==> config.mk <==
export PLATFORM = sky130hd
export DESIGN_NAME = scale_weight_settle_detector_unit
export DESIGN_NICKNAME = d
export VERILOG_FILES = /design/src/rtl/swsd_pkg.sv /design/src/rtl/scale_weight_settle_detector_unit.sv /design/src/rtl/swsd_cfg.sv /design/src/rtl/swsd_cmp.sv /design/src/rtl/swsd_core.sv
export SDC_FILE = /design/constraint.sdc
export NUM_CORES = 1
export LEC_CHECK = 0
export BUFFER_PORTS_ARGS = -buffer_cell sky130_fd_sc_hd__buf_2
export CAP_MARGIN = 25
export CORE_AREA = 2 2 186 207
export DETAILED_ROUTE_END_ITERATION = 6
export DIE_AREA = 0 0 188 209
export GPL_TIMING_DRIVEN = 0
export PLACE_DENSITY = 0.94
export SLEW_MARGIN = 20
export SYNTH_ARGS = -nofsm -noshare
export SYNTH_HDL_FRONTEND = slang
export SYNTH_SLANG_ARGS = --single-unit
==> constraint.sdc <==
create_clock -name i_clk -period 36.7 [get_ports i_clk]
set_input_delay 3.67 -clock i_clk [delete_from_list [all_inputs] [get_ports i_clk]]
set_output_delay 3.67 -clock i_clk [all_outputs]
set_load 0.02 [all_outputs]
==> src/rtl/swsd_pkg.sv <==
// swsd_pkg: shared types, constants and helpers for the scale weight settle detector
// no dependencies; imported by every module of the block
package swsd_pkg;

    localparam int DET_W   = 23;
    localparam int CHG_W   = 10;
    localparam int REQ_W   = 8;
    localparam int DATA_W  = 32;
    localparam int ADDR_W  = 5;
    localparam int IDX_W   = 3;
    localparam int SCALE_W = 10;

    localparam logic [SCALE_W-1:0] CHANGE_SCALE = 10'd1000;

    localparam logic [DET_W-1:0] DETECT_RST   = 23'd50;
    localparam logic [CHG_W-1:0] CHANGE_RST   = 10'd20;
    localparam logic [REQ_W-1:0] REQUIRED_RST = 8'd5;
    localparam logic [REQ_W-1:0] STEADY_MAX   = 8'hFF;
    localparam logic [REQ_W-1:0] STEADY_ONE   = 8'd1;

    localparam int SETTLE_RST  = 5000;
    localparam int REMOVAL_RST = 1000;

    typedef enum logic [IDX_W-1:0] {
        REG_DETECT   = 3'd0,
        REG_CHANGE   = 3'd1,
        REG_READINGS = 3'd2,
        REG_SETTLE   = 3'd3,
        REG_REMOVAL  = 3'd4
    } t_reg_idx;

    typedef enum logic [3:0] {
        ST_EMPTY       = 4'b0001,
        ST_STABILIZING = 4'b0010,
        ST_STABLE      = 4'b0100,
        ST_REMOVING    = 4'b1000
    } t_phase;

    localparam logic [1:0] PH_EMPTY       = 2'd0;
    localparam logic [1:0] PH_STABILIZING = 2'd1;
    localparam logic [1:0] PH_STABLE      = 2'd2;
    localparam logic [1:0] PH_REMOVING    = 2'd3;

    typedef struct packed {
        logic [DET_W-1:0] detect;
        logic [CHG_W-1:0] change;
        logic [REQ_W-1:0] required;
    } t_cfg;

    function automatic logic [1:0] phase_code(input t_phase p);
        logic [1:0] c;
        case (p)
            ST_EMPTY:       c = PH_EMPTY;
            ST_STABILIZING: c = PH_STABILIZING;
            ST_STABLE:      c = PH_STABLE;
            ST_REMOVING:    c = PH_REMOVING;
            default:        c = PH_EMPTY;
        endcase
        return c;
    endfunction

endpackage

==> src/rtl/scale_weight_settle_detector_unit.sv <==
// scale_weight_settle_detector_unit: top level with input register, core and result register
// depends on swsd_pkg, swsd_cfg, swsd_core
//
// usage:
//   input channel (i_valid / o_stall) carries one beat per sample or tick:
//   i_operation 0 = weight sample in i_weight, 1 = one time tick; i_clear_event
//   clears the sticky event flag before the beat is applied.
//   output channel (o_valid / i_stall) returns exactly one beat per input beat:
//   o_phase, o_settled_weight and o_event_pending as they stand after that beat.
//   a beat is taken at a rising edge where valid is high and stall is low.
//   a beat in the input register is stepped into the result register once that is free.
//   throughput: one beat per cycle while the receiver does not stall; the state update
//   is one pass through the change compare (a 10 x 24 bit and a 10 x 25 bit multiply
//   and a compare) between the input register and the result register.
//   when the receiver stalls, the result register holds and the input register
//   still takes one more beat; o_stall rises only when both are full.
//   reset (synchronous, active low) empties both registers, puts the detector in
//   the empty phase with zero weights and counts, and loads register defaults.
//   apb registers at 4*i: detect threshold, change threshold, readings required,
//   settle timeout, removal confirm; write them only while the block is idle.
module scale_weight_settle_detector_unit #(
    parameter int WEIGHT_WIDTH = 24,
    parameter int TICK_WIDTH   = 16
) (
    input  logic                           i_clk,
    input  logic                           i_rst_n,
    input  logic                           i_valid,
    output logic                           o_stall,
    input  logic                           i_operation,
    input  logic signed [WEIGHT_WIDTH-1:0] i_weight,
    input  logic                           i_clear_event,
    output logic                           o_valid,
    input  logic                           i_stall,
    output logic [1:0]                     o_phase,
    output logic signed [WEIGHT_WIDTH-1:0] o_settled_weight,
    output logic                           o_event_pending,
    input  logic                           psel,
    input  logic                           penable,
    input  logic                           pwrite,
    input  logic [swsd_pkg::ADDR_W-1:0]    paddr,
    input  logic [swsd_pkg::DATA_W-1:0]    pwdata,
    output logic [swsd_pkg::DATA_W-1:0]    prdata,
    output logic                           pready
);
    import swsd_pkg::*;

    t_cfg                          cfg;
    logic [TICK_WIDTH-1:0]         settle_timeout;
    logic [TICK_WIDTH-1:0]         removal_confirm;

    logic                          r_in_valid;
    logic                          r_in_op;
    logic signed [WEIGHT_WIDTH-1:0] r_in_weight;
    logic                          r_in_clear;

    logic                          r_out_valid;
    logic [1:0]                    r_out_phase;
    logic signed [WEIGHT_WIDTH-1:0] r_out_weight;
    logic                          r_out_event;

    logic                          out_free;
    logic                          in_free;
    logic                          step;
    logic [1:0]                    core_phase;
    logic signed [WEIGHT_WIDTH-1:0] core_weight;
    logic                          core_event;

    assign out_free = !r_out_valid || !i_stall;
    assign in_free  = !r_in_valid || out_free;
    assign step     = r_in_valid && out_free;
    assign o_stall  = !in_free;

    swsd_cfg #(
        .TICK_WIDTH(TICK_WIDTH)
    ) u_cfg (
        .i_clk             (i_clk),
        .i_rst_n           (i_rst_n),
        .psel              (psel),
        .penable           (penable),
        .pwrite            (pwrite),
        .paddr             (paddr),
        .pwdata            (pwdata),
        .prdata            (prdata),
        .pready            (pready),
        .o_cfg             (cfg),
        .o_settle_timeout  (settle_timeout),
        .o_removal_confirm (removal_confirm)
    );

    swsd_core #(
        .WEIGHT_WIDTH(WEIGHT_WIDTH),
        .TICK_WIDTH  (TICK_WIDTH)
    ) u_core (
        .i_clk             (i_clk),
        .i_rst_n           (i_rst_n),
        .i_step            (step),
        .i_operation       (r_in_op),
        .i_weight          (r_in_weight),
        .i_clear_event     (r_in_clear),
        .i_cfg             (cfg),
        .i_settle_timeout  (settle_timeout),
        .i_removal_confirm (removal_confirm),
        .o_phase           (core_phase),
        .o_settled_weight  (core_weight),
        .o_event_pending   (core_event)
    );

    always_ff @(posedge i_clk) begin
        if (!i_rst_n) begin
            r_in_valid <= 1'b0;
        end else if (in_free) begin
            r_in_valid <= i_valid;
        end
    end

    always_ff @(posedge i_clk) begin
        if (in_free && i_valid) begin
            r_in_op     <= i_operation;
            r_in_weight <= i_weight;
            r_in_clear  <= i_clear_event;
        end
    end

    always_ff @(posedge i_clk) begin
        if (!i_rst_n) begin
            r_out_valid <= 1'b0;
        end else if (out_free) begin
            r_out_valid <= r_in_valid;
        end
    end

    always_ff @(posedge i_clk) begin
        if (step) begin
            r_out_phase  <= core_phase;
            r_out_weight <= core_weight;
            r_out_event  <= core_event;
        end
    end

    assign o_valid          = r_out_valid;
    assign o_phase          = r_out_phase;
    assign o_settled_weight = r_out_weight;
    assign o_event_pending  = r_out_event;

endmodule

==> src/rtl/swsd_cfg.sv <==
// swsd_cfg: apb register file for the settle detector thresholds and timeouts
// depends on swsd_pkg
module swsd_cfg #(
    parameter int TICK_WIDTH = 16
) (
    input  logic                          i_clk,
    input  logic                          i_rst_n,
    input  logic                          psel,
    input  logic                          penable,
    input  logic                          pwrite,
    input  logic [swsd_pkg::ADDR_W-1:0]   paddr,
    input  logic [swsd_pkg::DATA_W-1:0]   pwdata,
    output logic [swsd_pkg::DATA_W-1:0]   prdata,
    output logic                          pready,
    output swsd_pkg::t_cfg                o_cfg,
    output logic [TICK_WIDTH-1:0]         o_settle_timeout,
    output logic [TICK_WIDTH-1:0]         o_removal_confirm
);
    import swsd_pkg::*;

    logic [DET_W-1:0]      r_detect;
    logic [CHG_W-1:0]      r_change;
    logic [REQ_W-1:0]      r_required;
    logic [TICK_WIDTH-1:0] r_settle;
    logic [TICK_WIDTH-1:0] r_removal;
    logic                  wr_en;
    logic [IDX_W-1:0]      idx;

    assign pready = 1'b1;
    assign wr_en  = psel && penable && pwrite;
    assign idx    = paddr[ADDR_W-1:2];

    always_ff @(posedge i_clk) begin
        if (!i_rst_n) begin
            r_detect   <= DETECT_RST;
            r_change   <= CHANGE_RST;
            r_required <= REQUIRED_RST;
            r_settle   <= TICK_WIDTH'(SETTLE_RST);
            r_removal  <= TICK_WIDTH'(REMOVAL_RST);
        end else if (wr_en) begin
            case (idx)
                REG_DETECT:   r_detect   <= pwdata[DET_W-1:0];
                REG_CHANGE:   r_change   <= pwdata[CHG_W-1:0];
                REG_READINGS: r_required <= pwdata[REQ_W-1:0];
                REG_SETTLE:   r_settle   <= pwdata[TICK_WIDTH-1:0];
                REG_REMOVAL:  r_removal  <= pwdata[TICK_WIDTH-1:0];
                default: ;
            endcase
        end
    end

    always_comb begin
        case (idx)
            REG_DETECT:   prdata = DATA_W'(r_detect);
            REG_CHANGE:   prdata = DATA_W'(r_change);
            REG_READINGS: prdata = DATA_W'(r_required);
            REG_SETTLE:   prdata = DATA_W'(r_settle);
            REG_REMOVAL:  prdata = DATA_W'(r_removal);
            default:      prdata = '0;
        endcase
    end

    assign o_cfg.detect       = r_detect;
    assign o_cfg.change       = r_change;
    assign o_cfg.required     = r_required;
    assign o_settle_timeout   = r_settle;
    assign o_removal_confirm  = r_removal;

endmodule

==> src/rtl/swsd_cmp.sv <==
// swsd_cmp: relative change compare, |w - ref| * 1000 against threshold * ref
// depends on swsd_pkg
module swsd_cmp #(
    parameter int WEIGHT_WIDTH = 24
) (
    input  logic signed [WEIGHT_WIDTH-1:0] i_weight,
    input  logic signed [WEIGHT_WIDTH-1:0] i_ref,
    input  logic [swsd_pkg::CHG_W-1:0]     i_change,
    output logic                           o_small,
    output logic                           o_big
);
    import swsd_pkg::*;

    localparam int DIFF_W = WEIGHT_WIDTH + 1;
    localparam int PROD_W = DIFF_W + SCALE_W;

    logic signed [DIFF_W-1:0] diff;
    logic [DIFF_W-1:0]        mag;
    logic [PROD_W-1:0]        lhs;
    logic [PROD_W-1:0]        rhs;
    logic                     ref_pos;

    assign diff    = DIFF_W'(i_weight) - DIFF_W'(i_ref);
    assign mag     = diff[DIFF_W-1] ? DIFF_W'(-diff) : DIFF_W'(diff);
    assign lhs     = PROD_W'(mag) * PROD_W'(CHANGE_SCALE);
    assign rhs     = PROD_W'(i_change) * PROD_W'($unsigned(i_ref));
    assign ref_pos = !i_ref[WEIGHT_WIDTH-1] && (i_ref != '0);

    assign o_small = ref_pos && (lhs < rhs);
    assign o_big   = !ref_pos || (lhs > rhs);

endmodule

==> src/rtl/swsd_core.sv <==
// swsd_core: settle detector state registers and single-step next-state logic
// depends on swsd_pkg and swsd_cmp
module swsd_core #(
    parameter int WEIGHT_WIDTH = 24,
    parameter int TICK_WIDTH   = 16
) (
    input  logic                           i_clk,
    input  logic                           i_rst_n,
    input  logic                           i_step,
    input  logic                           i_operation,
    input  logic signed [WEIGHT_WIDTH-1:0] i_weight,
    input  logic                           i_clear_event,
    input  swsd_pkg::t_cfg                 i_cfg,
    input  logic [TICK_WIDTH-1:0]          i_settle_timeout,
    input  logic [TICK_WIDTH-1:0]          i_removal_confirm,
    output logic [1:0]                     o_phase,
    output logic signed [WEIGHT_WIDTH-1:0] o_settled_weight,
    output logic                           o_event_pending
);
    import swsd_pkg::*;

    localparam int CNT_W = TICK_WIDTH + 1;
    localparam int CMP_W = ((WEIGHT_WIDTH > DET_W) ? WEIGHT_WIDTH : DET_W) + 1;
    localparam logic [CNT_W-1:0] TICKS_MAX = {CNT_W{1'b1}};

    t_phase                    r_phase;
    t_phase                    n_phase;
    logic signed [WEIGHT_WIDTH-1:0] r_last;
    logic signed [WEIGHT_WIDTH-1:0] n_last;
    logic signed [WEIGHT_WIDTH-1:0] r_stable;
    logic signed [WEIGHT_WIDTH-1:0] n_stable;
    logic [REQ_W-1:0]          r_steady;
    logic [REQ_W-1:0]          n_steady;
    logic [CNT_W-1:0]          r_ticks;
    logic [CNT_W-1:0]          n_ticks;
    logic                      r_event;
    logic                      n_event;

    logic [CNT_W-1:0]          ticks_a;
    logic [REQ_W-1:0]          steady_inc;
    logic signed [CMP_W-1:0]   w_ext;
    logic signed [CMP_W-1:0]   det_ext;
    logic                      w_above;
    logic                      w_below;
    logic signed [WEIGHT_WIDTH-1:0] cmp_ref;
    logic                      small_chg;
    logic                      big_chg;

    assign w_ext      = CMP_W'(i_weight);
    assign det_ext    = $signed(CMP_W'(i_cfg.detect));
    assign w_above    = w_ext > det_ext;
    assign w_below    = w_ext < det_ext;
    assign cmp_ref    = (r_phase == ST_STABLE) ? r_stable : r_last;
    assign steady_inc = (r_steady == STEADY_MAX) ? r_steady : r_steady + STEADY_ONE;

    swsd_cmp #(
        .WEIGHT_WIDTH(WEIGHT_WIDTH)
    ) u_cmp (
        .i_weight (i_weight),
        .i_ref    (cmp_ref),
        .i_change (i_cfg.change),
        .o_small  (small_chg),
        .o_big    (big_chg)
    );

    always_comb begin
        n_phase  = r_phase;
        n_last   = r_last;
        n_stable = r_stable;
        n_steady = r_steady;
        n_event  = r_event && !i_clear_event;
        ticks_a  = r_ticks;
        if (i_operation) begin
            if (r_ticks != TICKS_MAX) begin
                ticks_a = r_ticks + CNT_W'(1);
            end
        end else begin
            n_last = i_weight;
            case (r_phase)
                ST_EMPTY: begin
                    if (w_above) begin
                        n_phase  = ST_STABILIZING;
                        n_steady = STEADY_ONE;
                    end
                end
                ST_STABILIZING: begin
                    if (small_chg) begin
                        n_steady = steady_inc;
                        if (steady_inc >= i_cfg.required) begin
                            n_phase  = ST_STABLE;
                            n_stable = i_weight;
                            n_event  = 1'b1;
                        end
                    end else begin
                        n_steady = STEADY_ONE;
                    end
                end
                ST_STABLE: begin
                    if (w_below) begin
                        n_phase = ST_REMOVING;
                    end else if (big_chg) begin
                        n_phase  = ST_STABILIZING;
                        n_steady = STEADY_ONE;
                    end else begin
                        n_stable = i_weight;
                    end
                end
                ST_REMOVING: begin
                    if (w_above) begin
                        n_phase = ST_STABLE;
                    end
                end
                default: n_phase = ST_EMPTY;
            endcase
        end
        n_ticks = (n_phase != r_phase) ? '0 : ticks_a;
        // timeouts, checked after every beat
        if (n_phase == ST_STABILIZING && n_ticks > CNT_W'(i_settle_timeout)) begin
            n_phase = ST_EMPTY;
            n_ticks = '0;
        end else if (n_phase == ST_REMOVING && n_ticks > CNT_W'(i_removal_confirm)) begin
            n_phase  = ST_EMPTY;
            n_ticks  = '0;
            n_stable = '0;
            n_event  = 1'b1;
        end
    end

    always_ff @(posedge i_clk) begin
        if (!i_rst_n) begin
            r_phase  <= ST_EMPTY;
            r_last   <= '0;
            r_stable <= '0;
            r_steady <= '0;
            r_ticks  <= '0;
            r_event  <= 1'b0;
        end else if (i_step) begin
            r_phase  <= n_phase;
            r_last   <= n_last;
            r_stable <= n_stable;
            r_steady <= n_steady;
            r_ticks  <= n_ticks;
            r_event  <= n_event;
        end
    end

    assign o_phase          = phase_code(n_phase);
    assign o_settled_weight = n_stable;
    assign o_event_pending  = n_event;

endmodule

==> results.cfg <==
[outcome]
status = finished with violations
violations = DRC

[critical_path]
r2r_end = o_phase[0]$_DFFE_PP_
worst_ep_required_time_ns = 37.08
critPathCaptureType = flip-flop
r2r_start = u_core.r_phase[3]$_SDFFE_PN0P_
crit_path_max_incr_delay_ns = 0.69
critPathSlowestCell = o31ai_1
startpoint_type = flip-flop
reg2reg_depth = 60
rrSetupSlack_ns = 18.42
critPathKind = flip-flop to flip-flop
path_common_cell = ha_1
cp_max_fo = 10
cp.arrival_ns = 18.66

[synthesis]
synth_edf_count = 53
avgSynthCellArea_um2 = 8.36
syn_area_mm2 = 0.0254
synth_flop_cell = dfxtp_1
synth_area_leaders = fa_1, ha_1, dfxtp_1
netlist.top_cell.by_area = fa_1
yosysSeqAreaShare_pct = 18.3
synth_warnings = 0
async_flop_share_pct = 0
syn_inst = 3037
synth_top_cell_area_share_pct = 19.9
synth-seq-cells = 206
yosysUniqueCellTypes = 96
yosys-top-cells-count = nand2_1, inv_1, fa_1, ha_1, a21oi_1
synth_most_common_cell = nand2_1

[global_route]
grt_max_degree = 23
grt_pass1_vias = 24200
antenna_found_initial = 0
grt_pass1_wl_um = 122000
overflow = 0
grt_usage_pct = 38.9

[clocking]
worstSkewPairLatency_ns = 0.55
cts_tree = done
cts_hold_buf = 0
clk_path_buf_depth = 3
cts_buffers = 20
post_cts_resized = 0
htreeDepth = 1
path_clk_slew_ns = 0.07
cts_setup_buffers = 0
cts.sinks = 206
root_buffer = clkbuf_16

[place]
place_congestion = 1.01
dpl.hpwl_um = 61500
port_buffers = 108

[timing]
finalSetupViolCount = 0
min_period_over_period_pct = 49.8
worstMarginPinSlew_ns = 1.13
setup_tns_ns = 0
rsz0062_at_grt = no
min_period_ns = 18.28
fin_skew_ns = 0.0477
holdWs_ns = 0.456
slew_headroom_pct = 24.2
slew_violations = 0
timing.fmax_mhz = 54.7
final-hold-violation-count = 0

[cells_and_area]
nNetsFinal = 3756
final_core_util_pct = 73.0
syn2layout_area_growth_pct = 7.58
drive_above_1_share_pct = 7.76
multi_input_area_mm2 = 0.0188
fill_cells = 2704
diodes = 0
seq_area_mm2 = 0.00465

[hold_path]
min_from = u_core.r_last[16]$_SDFFE_PN0P_
whs_path_depth = 2
hold_class = flip-flop to flip-flop
holdPathEnd = u_core.r_last[16]$_SDFFE_PN0P_

[detailed_routing]
drtPass1Iterations = 7
wirelength_um = 76500
wl_per_cell_um = 20.7
vias = 23400
via_per_inst = 6.34
first_iter_violations = 2351
drc = 1
antenna_left = 0

[die]
rows = 75
die_w_um = 188
start_util_pct = 67.8
die_area_mm2 = 0.0393
ioPinCount = 132
dieHeight_um = 209
core_area_mm2 = 0.0374

[job]
max_cap_violations = 0
[sequential cells by signal, summed over array words and instances (netlist names)]
name and cells:
o_settled_weight 24, r_in_weight 24, u_core.r_last 24, u_core.r_stable 24, u_cfg.r_detect 23, u_core.r_ticks 17
u_cfg.o_removal_confirm 16, u_cfg.o_settle_timeout 16, u_cfg.r_change 10, u_cfg.r_required 8, u_core.r_steady 8, u_core.r_phase 4
o_phase 2, o_event_pending 1, o_valid 1, r_in_clear 1, r_in_op 1, r_in_valid 1
u_core.r_event 1
[worst max-delay path by stage]
stage                     cells past startpoint              endpoint                            from
final                                        60  o_phase[0]$_DFFE_PP_  u_core.r_phase[3]$_SDFFE_PN0P_
after global routing                         60  o_phase[0]$_DFFE_PP_  u_core.r_phase[3]$_SDFFE_PN0P_
after CTS                                    60  o_phase[0]$_DFFE_PP_  u_core.r_phase[3]$_SDFFE_PN0P_
after detailed placement                     60  o_phase[0]$_DFFE_PP_  u_core.r_phase[3]$_SDFFE_PN0P_
after global placement                       61  o_phase[0]$_DFFE_PP_  u_core.r_phase[3]$_SDFFE_PN0P_
after floorplan                              60  o_phase[0]$_DFFE_PP_  u_core.r_phase[3]$_SDFFE_PN0P_
[layer usage]
| layer | share of wire (%) | global-route usage (%) | vias up |
|---|---|---|---|
| li1 | - | - | 10400 |
| met5 | 0 | 0 | - |
| met2 | 46 | 64.6 | 1474 |
| met3 | 10 | 7.74 | 432 |
| met1 | 35 | 44.3 | 11100 |
| met4 | 8.9 | 29.4 | 0 |
[area by class of cell]
| type | instances | share of cell area [%] |
|---|---|---|
| multi-input combinational | 2317 | 68.7 |
| inverter | 373 | 5.12 |
| sequential | 206 | 17.0 |
| tap | 500 | 2.29 |
| buffer | 149 | 2.27 |
| clock buffer | 27 | 2.04 |
| clock inverter | 9 | 0.385 |
| timing repair buffer | 114 | 2.20 |
[stage by stage]
stage	cell area [um^2]	setup WS, ns	instances
2_1_floorplan	25400	22.21	3045
3_3_place_gp	26600	19.30	3653
3_5_place_dp	26700	18.86	3656
4_1_cts	27300	18.81	3692
5_1_grt	27300	17.58	3695
6_report	27300	18.42	3695
[cell usage in the layout, fill, tap and decap left out, types with 10 or more instances in the layout]
cell       synthesis  final
nand2_1          515    515
inv_1            369    369
fa_1             253    253
ha_1             252    252
a21oi_1          207    207
dfxtp_1          153    153
nor2_1           125    125
buf_2             13    122
clkbuf_1         118    121
nand3_1          110    110
and2_1           106    106
xnor2_1           82     82
o21ai_0           70     70
edfxtp_1          53     53
o211ai_1          44     44
a21o_1            41     41
xor2_1            40     40
nor3_1            30     30
nand4_1           28     28
nor2b_1           27     26
nand2b_1          24     24
o21a_1            21     21
nor4_1            20     20
a41oi_1           20     20
mux2i_1           20     20
clkbuf_16          0     20
o31a_1            18     18
o31ai_1           17     17
a22oi_1           17     17
mux2_2            15     15
a211oi_1          15     15
and3_1            14     14
o21bai_1          12     12
buf_4             10     11
conb_1             2     10
[logic make-up (layout without fill, tap and decap cells)]
family | count (synthesis) | count (layout) | synth area share (%)
compound gates | 564 | 564 | 14.8
xor+xnor | 135 | 135 | 5.17
fa+ha+maj | 512 | 512 | 32.6
buf+inv | 522 | 672 | 7.95
flops | 206 | 206 | 18.3
mux | 35 | 35 | 1.45
other cells | 2 | 10 | 0.0296
simple gates | 1061 | 1061 | 19.6
[critical path: cells and delay by family (launching register included)]
kind	cells	cell delay [ns]
AO/OA/AOI/OAI	24	7.09
XOR/XNOR	3	0.90
adder cells (fa/ha/maj)	8	3.16
buffers and inverters	11	3.00
flip-flops	1	0.32
multiplexers	1	0.27
AND/OR/NAND/NOR	13	3.33
Power is left out: the tool's default activity adds up to more than one toggle a clock period on the data nets, which glitch-free logic cannot reach.
